<file path="src/rtl/atrtm_pkg.sv">
`timescale 1ns / 1ps
// ----------------------------------------------------------------------------
// atrtm_pkg
// Shared types and character constants for the modem reply token matcher.
// ----------------------------------------------------------------------------
package atrtm_pkg;

  // Command codes of an input transaction
  typedef enum logic [1:0] {
    CMD_START  = 2'd0,
    CMD_BYTE   = 2'd1,
    CMD_TICK   = 2'd2,
    CMD_UNUSED = 2'd3
  } cmd_t;

  // Reply codes
  typedef enum logic [2:0] {
    KIND_READY   = 3'd0,
    KIND_OK      = 3'd1,
    KIND_ERROR   = 3'd2,
    KIND_IP      = 3'd3,
    KIND_TIMEOUT = 3'd4
  } kind_t;

  // Matcher positions: letters of a token seen so far
  typedef enum logic [3:0] {
    POS_IDLE = 4'd0,
    POS_O    = 4'd1,
    POS_OK   = 4'd2,
    POS_OKR  = 4'd3,
    POS_OR   = 4'd4,
    POS_ORR  = 4'd5,
    POS_I    = 4'd6,
    POS_IP   = 4'd7,
    POS_IPR  = 4'd8,
    POS_D    = 4'd9,
    POS_DY   = 4'd10,
    POS_DYR  = 4'd11
  } pos_t;

  // Characters of the tokens
  localparam logic [7:0] CH_O  = 8'h4F;
  localparam logic [7:0] CH_K  = 8'h4B;
  localparam logic [7:0] CH_R  = 8'h52;
  localparam logic [7:0] CH_I  = 8'h49;
  localparam logic [7:0] CH_P  = 8'h50;
  localparam logic [7:0] CH_D  = 8'h64;
  localparam logic [7:0] CH_Y  = 8'h79;
  localparam logic [7:0] CH_CR = 8'h0D;
  localparam logic [7:0] CH_LF = 8'h0A;

  // Matcher step result
  typedef struct packed {
    pos_t  next_pos;
    logic  done;
    kind_t kind;
  } match_res_t;

endpackage

</file>
<file path="src/rtl/atrtm_if.sv">
`timescale 1ns / 1ps
// ----------------------------------------------------------------------------
// atrtm_if
// Valid/ready channels: input transactions and reply transactions.
// ----------------------------------------------------------------------------
interface atrtm_item_if;
  logic        valid;
  logic        ready;
  logic [1:0]  command;
  logic [7:0]  rx_byte;
  logic [15:0] timeout_ms;

  modport source (output valid, command, rx_byte, timeout_ms, input ready);
  modport sink   (input valid, command, rx_byte, timeout_ms, output ready);
endinterface

interface atrtm_reply_if;
  logic       valid;
  logic       ready;
  logic [2:0] reply_kind;

  modport source (output valid, reply_kind, input ready);
  modport sink   (input valid, reply_kind, output ready);
endinterface

</file>
<file path="src/rtl/atrtm_matcher.sv">
`timescale 1ns / 1ps
// ----------------------------------------------------------------------------
// atrtm_matcher
// One step of the token matcher: next position for a received byte, and the
// reply code when the byte completes a token.
// ----------------------------------------------------------------------------
module atrtm_matcher (
  input  atrtm_pkg::pos_t       pos,
  input  logic [7:0]            rx_byte,
  output atrtm_pkg::match_res_t res
);

  atrtm_pkg::pos_t restart;

  // Letters that open a token restart it; anything else goes idle
  always_comb begin
    priority if (rx_byte == atrtm_pkg::CH_O) begin
      restart = atrtm_pkg::POS_O;
    end else if (rx_byte == atrtm_pkg::CH_I) begin
      restart = atrtm_pkg::POS_I;
    end else if (rx_byte == atrtm_pkg::CH_D) begin
      restart = atrtm_pkg::POS_D;
    end else begin
      restart = atrtm_pkg::POS_IDLE;
    end
  end

  // Advance on the expected letter, otherwise restart
  always_comb begin
    res.next_pos = restart;
    res.done     = 1'b0;
    res.kind     = atrtm_pkg::KIND_READY;
    unique case (pos)
      atrtm_pkg::POS_O: begin
        if (rx_byte == atrtm_pkg::CH_K) res.next_pos = atrtm_pkg::POS_OK;
        else if (rx_byte == atrtm_pkg::CH_R) res.next_pos = atrtm_pkg::POS_OR;
      end
      atrtm_pkg::POS_OK: begin
        if (rx_byte == atrtm_pkg::CH_CR) res.next_pos = atrtm_pkg::POS_OKR;
      end
      atrtm_pkg::POS_OR: begin
        if (rx_byte == atrtm_pkg::CH_CR) res.next_pos = atrtm_pkg::POS_ORR;
      end
      atrtm_pkg::POS_I: begin
        if (rx_byte == atrtm_pkg::CH_P) res.next_pos = atrtm_pkg::POS_IP;
      end
      atrtm_pkg::POS_IP: begin
        if (rx_byte == atrtm_pkg::CH_CR) res.next_pos = atrtm_pkg::POS_IPR;
      end
      atrtm_pkg::POS_D: begin
        if (rx_byte == atrtm_pkg::CH_Y) res.next_pos = atrtm_pkg::POS_DY;
      end
      atrtm_pkg::POS_DY: begin
        if (rx_byte == atrtm_pkg::CH_CR) res.next_pos = atrtm_pkg::POS_DYR;
      end
      atrtm_pkg::POS_OKR: begin
        if (rx_byte == atrtm_pkg::CH_LF) begin
          res.done = 1'b1;
          res.kind = atrtm_pkg::KIND_OK;
        end
      end
      atrtm_pkg::POS_ORR: begin
        if (rx_byte == atrtm_pkg::CH_LF) begin
          res.done = 1'b1;
          res.kind = atrtm_pkg::KIND_ERROR;
        end
      end
      atrtm_pkg::POS_IPR: begin
        if (rx_byte == atrtm_pkg::CH_LF) begin
          res.done = 1'b1;
          res.kind = atrtm_pkg::KIND_IP;
        end
      end
      atrtm_pkg::POS_DYR: begin
        if (rx_byte == atrtm_pkg::CH_LF) begin
          res.done = 1'b1;
          res.kind = atrtm_pkg::KIND_READY;
        end
      end
      default: begin
        res.next_pos = restart;
      end
    endcase
  end

endmodule

</file>
<file path="src/rtl/at_response_token_matcher.sv">
`timescale 1ns / 1ps
// ----------------------------------------------------------------------------
// at_response_token_matcher
// Watches modem bytes for the replies "OK\r\n", "OR\r\n", "IP\r\n" and
// "dy\r\n" and raises a timeout when a millisecond deadline runs out. One
// transaction is accepted every cycle; each passes through an input register
// and the matcher/counter logic into the reply register. The only stall
// comes from the reply register: while it holds an untaken reply the input
// register waits, and the input side stalls once that register is full too.
// Start transactions arm the block and load the deadline; bytes and ticks
// seen while disarmed, and the unused command code, are dropped without a
// reply.
// ----------------------------------------------------------------------------
module at_response_token_matcher (
  input  logic                 clk,
  input  logic                 rst,
  atrtm_item_if.sink           item,
  atrtm_reply_if.source        reply
);

  // Input register
  logic                  s1_valid;
  atrtm_pkg::cmd_t       s1_cmd;
  logic [7:0]            s1_byte;
  logic [15:0]           s1_deadline;

  // Block state
  atrtm_pkg::pos_t       match_position;
  logic                  armed;
  logic [15:0]           time_left;

  // Reply register
  logic                  out_valid;
  atrtm_pkg::kind_t      out_kind;

  // Next values
  atrtm_pkg::pos_t       match_position_next;
  logic                  armed_next;
  logic [15:0]           time_left_next;
  logic                  res_load;
  atrtm_pkg::kind_t      res_kind;
  logic [15:0]           time_dec;

  atrtm_pkg::match_res_t mres;
  logic                  s1_fire;
  logic                  out_free;

  assign out_free   = !out_valid || reply.ready;
  assign s1_fire    = s1_valid && out_free;
  assign item.ready = !s1_valid || out_free;

  assign reply.valid      = out_valid;
  assign reply.reply_kind = out_kind;

  atrtm_matcher u_matcher (
    .pos     (match_position),
    .rx_byte (s1_byte),
    .res     (mres)
  );

  // Saturating countdown
  assign time_dec = (time_left != 16'd0) ? (time_left - 16'd1) : 16'd0;

  // Per-transaction state update
  always_comb begin
    match_position_next = match_position;
    armed_next          = armed;
    time_left_next      = time_left;
    res_load            = 1'b0;
    res_kind            = mres.kind;
    unique case (s1_cmd)
      atrtm_pkg::CMD_START: begin
        armed_next          = 1'b1;
        match_position_next = atrtm_pkg::POS_IDLE;
        time_left_next      = s1_deadline;
      end
      atrtm_pkg::CMD_BYTE: begin
        if (armed) begin
          if (mres.done) begin
            armed_next          = 1'b0;
            match_position_next = atrtm_pkg::POS_IDLE;
            res_load            = 1'b1;
          end else begin
            match_position_next = mres.next_pos;
          end
        end
      end
      atrtm_pkg::CMD_TICK: begin
        if (armed) begin
          time_left_next = time_dec;
          if (time_dec == 16'd0) begin
            armed_next          = 1'b0;
            match_position_next = atrtm_pkg::POS_IDLE;
            res_load            = 1'b1;
            res_kind            = atrtm_pkg::KIND_TIMEOUT;
          end
        end
      end
      default: begin
        res_load = 1'b0;
      end
    endcase
  end

  // Input register
  always_ff @(posedge clk) begin
    if (rst) begin
      s1_valid <= 1'b0;
    end else if (item.ready) begin
      s1_valid <= item.valid;
    end
    if (item.valid && item.ready) begin
      s1_cmd      <= atrtm_pkg::cmd_t'(item.command);
      s1_byte     <= item.rx_byte;
      s1_deadline <= item.timeout_ms;
    end
  end

  // State and reply register
  always_ff @(posedge clk) begin
    if (rst) begin
      match_position <= atrtm_pkg::POS_IDLE;
      armed          <= 1'b0;
      time_left      <= 16'd0;
      out_valid      <= 1'b0;
    end else begin
      if (s1_fire) begin
        match_position <= match_position_next;
        armed          <= armed_next;
        time_left      <= time_left_next;
      end
      if (out_free) begin
        out_valid <= s1_fire && res_load;
      end
    end
    if (s1_fire && res_load) begin
      out_kind <= res_kind;
    end
  end

  // Checks
  a_idle_when_disarmed: assert property (@(posedge clk) disable iff (rst)
    !armed |-> match_position == atrtm_pkg::POS_IDLE)
    else $error("matcher not idle while disarmed");

  a_reply_disarms: assert property (@(posedge clk) disable iff (rst)
    s1_fire && res_load |=> !armed && out_valid)
    else $error("reply did not disarm the block");

  a_timeout_from_tick: assert property (@(posedge clk) disable iff (rst)
    s1_fire && res_load && s1_cmd != atrtm_pkg::CMD_TICK
      |=> out_kind != atrtm_pkg::KIND_TIMEOUT)
    else $error("timeout reply from a non-tick transaction");

  a_stall_only_when_full: assert property (@(posedge clk) disable iff (rst)
    !item.ready |-> s1_valid && out_valid && !reply.ready)
    else $error("input stalled without back-pressure");

endmodule
</file>
<file path="src/flat_wrapper.sv">
// flat-port wrapper written by rule: the top's interface ports become plain ports
module at_response_token_matcher_flat 
  (clk, rst, item_valid, item_command, item_rx_byte, item_timeout_ms, item_ready, reply_valid, reply_reply_kind, reply_ready);
  atrtm_item_if item_i ();
  atrtm_reply_if reply_i ();
  input  logic clk;
  input  logic rst;
  input wire logic [$bits(item_i.valid)-1:0] item_valid;
  input wire logic [$bits(item_i.command)-1:0] item_command;
  input wire logic [$bits(item_i.rx_byte)-1:0] item_rx_byte;
  input wire logic [$bits(item_i.timeout_ms)-1:0] item_timeout_ms;
  output wire logic [$bits(item_i.ready)-1:0] item_ready;
  output wire logic [$bits(reply_i.valid)-1:0] reply_valid;
  output wire logic [$bits(reply_i.reply_kind)-1:0] reply_reply_kind;
  input wire logic [$bits(reply_i.ready)-1:0] reply_ready;
  assign item_i.valid = item_valid;
  assign item_i.command = item_command;
  assign item_i.rx_byte = item_rx_byte;
  assign item_i.timeout_ms = item_timeout_ms;
  assign item_ready = item_i.ready;
  assign reply_valid = reply_i.valid;
  assign reply_reply_kind = reply_i.reply_kind;
  assign reply_i.ready = reply_ready;
  at_response_token_matcher u_core (.clk(clk), .rst(rst), .item(item_i), .reply(reply_i));
endmodule
</file>
<file path="config.mk">
export PLATFORM = sky130hd
export DESIGN_NAME = at_response_token_matcher_flat
export DESIGN_NICKNAME = d
export VERILOG_FILES = /design/src/rtl/atrtm_pkg.sv /design/src/rtl/atrtm_if.sv /design/src/rtl/atrtm_matcher.sv /design/src/rtl/at_response_token_matcher.sv /design/src/flat_wrapper.sv
export SDC_FILE = /design/constraint.sdc
export NUM_CORES = 1
export LEC_CHECK = 0
export BUFFER_PORTS_ARGS = -buffer_cell sky130_fd_sc_hd__buf_4
export CORE_MARGIN = 3
export CORE_UTILIZATION = 45
export DETAILED_ROUTE_END_ITERATION = 10
export PLACE_DENSITY = 0.61
export SYNTH_ARGS = -nofsm -noshare
export SYNTH_HDL_FRONTEND = slang
export SYNTH_SLANG_ARGS = --single-unit
</file>
<file path="constraint.sdc">
create_clock -name clk -period 4.45 [get_ports clk]
set_input_delay 0.2225 -clock clk [delete_from_list [all_inputs] [get_ports clk]]
set_output_delay 0.2225 -clock clk [all_outputs]
set_load 0.05 [all_outputs]
</file>
==> flow_summary.ini, run 1 <==
[outcome]
status = finished, final reports clean

[setup_path]
max_stage_delay_ns = 0.61
path_depth = 7
arrival_ns = 3.10
cp-start-kind = flop
cp.buffers_inverters = 1
crit-reg2reg-launch = u_core.time_left[0]
critPathRequiredTime_ns = 4.39
cp-end-kind = flop
r2r_cells = 7
worstPathMaxFanout = 9
crit_path_start = u_core.time_left[0]
cpLargestDelayFamily = simple AND/OR/NAND/NOR gates
crit_chain = inv_1, ha_1, or3b_2, or3_1, o41ai_4, nor2_1, nor4b_1
cpMaxStageDelayCell = nor4b_1
worst-setup-path-type = flop to flop
rrSetupSlack_ns = 1.30

[finish]
multi_input_area_um2 = 1470
drive_gt1_share_pct = 14.7
seq_area_um2 = 1330
diodes = 0
fillCellCount = 551
area_growth_pct = 12.9
nNetsFinal = 373

[synthesis]
syn_avg_cell_area_um2 = 9.34
synth_seq_cells = 52
syn-cell-area_um2 = 2910
yosysTopAreaCellShare_pct = 29.9
synth_compound_area_share_pct = 18.4
synth_top_family_by_area = simple AND/OR/NAND/NOR gates
synth_warnings = 0
netlist_top_cells_area = edfxtp_1 (30%), dfxtp_1 (16%), nor2_1 (3.9%), o21ai_0 (3.8%), a21oi_1 (3.4%)
synth_cell_types = 56
synthAdderAreaFrac_pct = 2.15
syn_nets = 347
synth_xor_area_share_pct = 1.50
synthMuxAreaShare_pct = 1.07
yosysTopAreaCell = edfxtp_1
synth_flop_cell = edfxtp_1
synth_edf_count = 29
seq_area_frac_synth_pct = 45.7
ys_async_sr_fraction_pct = 0
synthSimpleGateAreaFrac_pct = 27.4
syn_inst = 312

[clock_network]
numCtsBuffers = 5
cts_resized = 0
clockBufferDepth = 2
clk_latency_ns = 0.30
cts_hold_buffers = 0
htree_levels = 2
path_clk_slew_ns = 0.09
cts_tree = done
root_buffer = clkbuf_8
postCtsSetupRepairBufs = 0
cts_sinks = 52

[power_and_ir_drop]
power_density_nw_per_um2 = 293
ir_worst_vdd_v = 0.000168
p_leak_nw = 1.16

[placed_design]
gp_congestion = 0.852
dpl.hpwl_um = 4470
io_buffer_count = 34
place_ws_ns = 1.34

[floorplanning]
core_area_um2 = 6100
row_count = 28
ioPinCount = 35
die_h_um = 86.5
die_w_um = 86.5
initial_core_util_pct = 47.8
die_area_um2 = 7480

[min_path]
hold_depth = 1
hp-class = primary input to flop
hp-start = item_timeout_ms[15]

[drt]
drt_wl_total_um = 6370
drtIter0Drc = 125
first_pass_iters = 4
num_vias = 2459
ant_nets = 0
vias_per_cell = 5.94
drc = 0
wl_per_cell_um = 15.4

[grt]
antenna_found_initial = 0
track_usage_pct = 17.9
grt_max_degree = 29
grt_overflow = 0
grt_pass1_vias = 2338
grt_pass1_wl_um = 10800

[timing]
period_needed_ns = 3.15
setup_viol_count_final = 0
max_slew_margin_pct = 46.4
hold_viol = 0
fin_crit_sh_pct = 70.8
tightestPinTransition_ns = 0.793
final-max-slew-violation-count = 0
rsz0062_at_grt = no
finClkSkew_ns = 0.00879
fin_tns_setup_ns = 0
setup_ws_ns = 1.30
fmax_ghz = 0.317

[flow_run]
maxCapViolCount = 0
-- cell usage in the layout (no fill, tap or decap), types with 6 or more instances in the layout --
| cell type | count |
|---|---|
| o21ai_0 | 22 |
| inv_1 | 9 |
| buf_4 | 37 |
| nor4_1 | 6 |
| nand2_1 | 24 |
| edfxtp_1 | 29 |
| nand2b_1 | 6 |
| nand3_1 | 6 |
| or3_1 | 7 |
| nor2_1 | 30 |
| a21oi_1 | 20 |
| nor3_1 | 10 |
| nand4_1 | 6 |
| nor2b_1 | 10 |
| dfxtp_1 | 23 |
-- per-layer routing --
layer	wire length [um]	up-vias	track usage, %	part of all wire (%)
li1	-	1231	-	-
met4	116	0	6.66	1.8
met3	271	12	3.80	4.3
met2	3110	54	29.1	49
met5	0	-	0	0
met1	2870	1162	23.5	45
-- sequential cells by signal, indices dropped and copies added, names as in the netlist --
register,flops
u_core.s1_valid,1
u_core.match_position,4
u_core.s1_byte,8
u_core.reply.reply_kind,3
u_core.reply.valid,1
u_core.s1_deadline,16
u_core.s1_cmd,2
u_core.armed,1
u_core.time_left,16
-- power breakdown --
part | switching (mW) | internal (mW) | total [mW] | leakage [nW]
Combinational | 0.0857 | 0.0710 | 0.157 | 0.643
Sequential | 0.0206 | 0.533 | 0.554 | 0.475
Clock | 0.144 | 0.110 | 0.253 | 0.0399
Total | 0.250 | 0.714 | 0.964 | 1.16
-- worst paths after layout --
path | endpoint
setup / recovery | u_core.reply.reply_kind[0]
hold / removal | u_core.s1_deadline[15]
setup reg to reg | u_core.reply.reply_kind[0]
hold reg to reg | u_core.time_left[5]
-- synthesized netlist by cell type (all sizes together) (7+ instances only) --
master	n
edfxtp	29
nor2b	10
inv	9
nor2	30
clkbuf	14
o21ai	23
nor3	10
nand2	24
a21oi	20
or3	7
dfxtp	23
-- final cells by class --
| class | count | share of cell area, % |
|---|---|---|
| sequential | 52 | 40.5 |
| multi-input combinational | 233 | 44.8 |
| clock buffer | 7 | 2.32 |
| tap | 75 | 2.85 |
| inverter | 9 | 1.03 |
| clock inverter | 1 | 0.114 |
| timing repair buffer | 37 | 8.44 |
-- cell families after synthesis --
family,after synthesis
and+or+nand+nor,141
AOI/OAI and AO/OA,79
DFF,52
buffers and inverters,27
xor gates and xnor gates,5
adders and majority gates,5
muxes,3
-- metrics by stage --
stage	power (mW)	utilization [%]	cells	hold WS, ns	area, um^2
floorplan	0.670	-	312	0.321	2910
global placement	0.719	52.6	406	0.401	3210
detailed placement	0.720	52.6	406	0.402	3210
CTS	0.972	54.0	414	0.0819	3290
global route	1.02	54.0	414	0.0722	3290
finish	0.964	54.0	414	0.0860	3290
Note: power is estimated with default switching activity, not from simulation.
==> run 2, diff against run 1 <==
Clock period 4.45 ns to 3 ns, I/O delays scaled along.
==> run 2 against run 1 <==
First-iteration DRC count down 8.8%. Critical path type unchanged. Largest power group unchanged. Combinational power up 72%. Sequential cell count unchanged. Register-to-register slack got worse by 1.1 ns. Sequential share of layout area decreased by 3.6 points. Final cell count up 8.2%. Design area rose by 9.9%. Die area unchanged. Core utilization increased by 5.3 points. Total power is 54% higher.
==> flow_summary.ini, run 2 (synthesis gave the netlist of run 1 again) <==
[finish]
finish.utilization_pct = 59.3
area_growth_pct = 24.0
diodes = 0
fillCellCount = 537
final_common_cell = buf_4
final_cell_area_um2 = 3610
drive_gt1_share_pct = 18.5
reg_top3 = u_core.s1_deadline x16, u_core.time_left x16, u_core.s1_byte x8
layout_common_cells = buf_4 (53), nor2_1 (30), edfxtp_1 (29), nand2_1 (24), dfxtp_1 (23)
nNetsFinal = 407
fin_cells = 448

[setup_path]
cp-end-kind = flop
regToRegEndpoint = u_core.reply.reply_kind[2]
arrival_ns = 2.78
rrSetupSlack_ns = 0.21
crit-reg2reg-launch = u_core.time_left[0]
cp-start-kind = flop
worstPathMaxFanout = 8
r2r_cells = 8
critPathRequiredTime_ns = 2.99
worst-setup-path-type = flop to flop

[clock_network]
clockBufferDepth = 2
numCtsBuffers = 5
root_buffer = clkbuf_8
path_clk_slew_ns = 0.09
clk_latency_ns = 0.30
htree_levels = 2
cts_tree = done
postCtsSetupRepairBufs = 0
cts_sinks = 52

[timing]
final-max-slew-violation-count = 0
whs_ns = 0.0259
max_slew_margin_pct = 57.5
setup_viol_count_final = 0
fin_tns_setup_ns = 0
period_needed_ns = 2.79
finClkSkew_ns = 0.0117
tightestPinTransition_ns = 0.632
fmax_ghz = 0.358
hold_viol = 0
rsz0062_at_grt = no
fin_crit_sh_pct = 93.0

[min_path]
worstHoldEndpoint = u_core.s1_byte[5]
hp-start = item_rx_byte[5]
hold_depth = 1
hp-class = primary input to flop

[placed_design]
dp_cells = 422
gp_congestion = 0.908
dpl.hpwl_um = 4660
io_buffer_count = 34
dpl-instance-area_um2 = 3340

[power_and_ir_drop]
p_leak_nw = 1.32
ir_worst_vdd_v = 0.000320
power_density_nw_per_um2 = 410

[floorplanning]
die_h_um = 86.5
row_count = 28
die_w_um = 86.5
ioPinCount = 35
initial_core_util_pct = 47.8
core_area_um2 = 6100
die_area_um2 = 7480

[drt]
drc = 0
drtIter0Drc = 114
ant_nets = 0
vias_per_cell = 5.69
first_pass_iters = 4
drt_wl_total_um = 6680
wl_per_cell_um = 14.9
num_vias = 2547

[grt]
antenna_found_initial = 0
grt_pass1_wl_um = 10900
grt_pass1_vias = 2361
grt_max_degree = 29
track_usage_pct = 18.3
grt_overflow = 0

[flow_run]
maxCapViolCount = 0

[outcome]
status = finished, final reports clean
-- run 2: routing by layer --
layer	part of all wire (%)	global-route usage [%]	wire length, um	vias up
met2	50	31.1	3340	58
met5	0	0	0	-
met3	3.6	4.37	242	10
met4	1.4	5.67	93	0
li1	-	-	-	1296
met1	45	23.1	3000	1183
-- run 2: critical path, stage by stage (launching register included) --
cell and delay, ns:
dfxtp_1 0.32, buf_4 0.15, or4_1 0.56, xnor2_1 0.15, a2111oi_0 0.47, buf_4 0.21, and3_1 0.17, nor2_1 0.09
nor4b_4 0.37
-- run 2: what timing repair did --
item / 4_1_cts / 5_1_grt
endpoints found under the hold margin: 0 / 18
resized for setup: 0 / 1
hold buffers: 0 / 18
setup endpoints to repair: 0 / 7
-- run 2: cell type report --
| type | instances | area (um^2) | area share, % |
|---|---|---|---|
| Clock inverter | 2 | 16.3 | 0.450 |
| Clock buffer | 6 | 72.6 | 2.01 |
| Sequential cell | 52 | 1330 | 36.8 |
| Inverter | 9 | 33.8 | 0.935 |
| Tap cell | 75 | 93.8 | 2.60 |
| Multi-Input combinational cell | 233 | 1490 | 41.2 |
| Timing Repair Buffer | 71 | 578 | 16.0 |
-- run 2: report_power, final --
group	switching, mW	internal, mW	leakage, nW
sequential	0.0245	0.790	0.475
clock	0.231	0.166	0.0414
combinational	0.139	0.131	0.805
total	0.394	1.09	1.32
-- run 2: worst max-delay path by stage --
stage	start	endpoint	cells after the start
floorplan	u_core.time_left[0]	u_core.reply.reply_kind[0]	9
global placement	u_core.time_left[0]	u_core.reply.reply_kind[1]	8
detailed placement	u_core.time_left[0]	u_core.reply.reply_kind[1]	7
CTS	u_core.time_left[0]	u_core.reply.reply_kind[1]	7
global route	u_core.time_left[1]	u_core.time_left[10]	9
finish	u_core.time_left[0]	u_core.reply.reply_kind[2]	8
-- run 2: metrics by stage --
stage	power, mW	worst slack (ns)
3_3_place_gp	1.08	0.0768
5_1_grt	1.56	0.0175
6_report	1.48	0.210
4_1_cts	1.48	0.0604
3_5_place_dp	1.08	0.0821
2_1_floorplan	0.995	0.0216
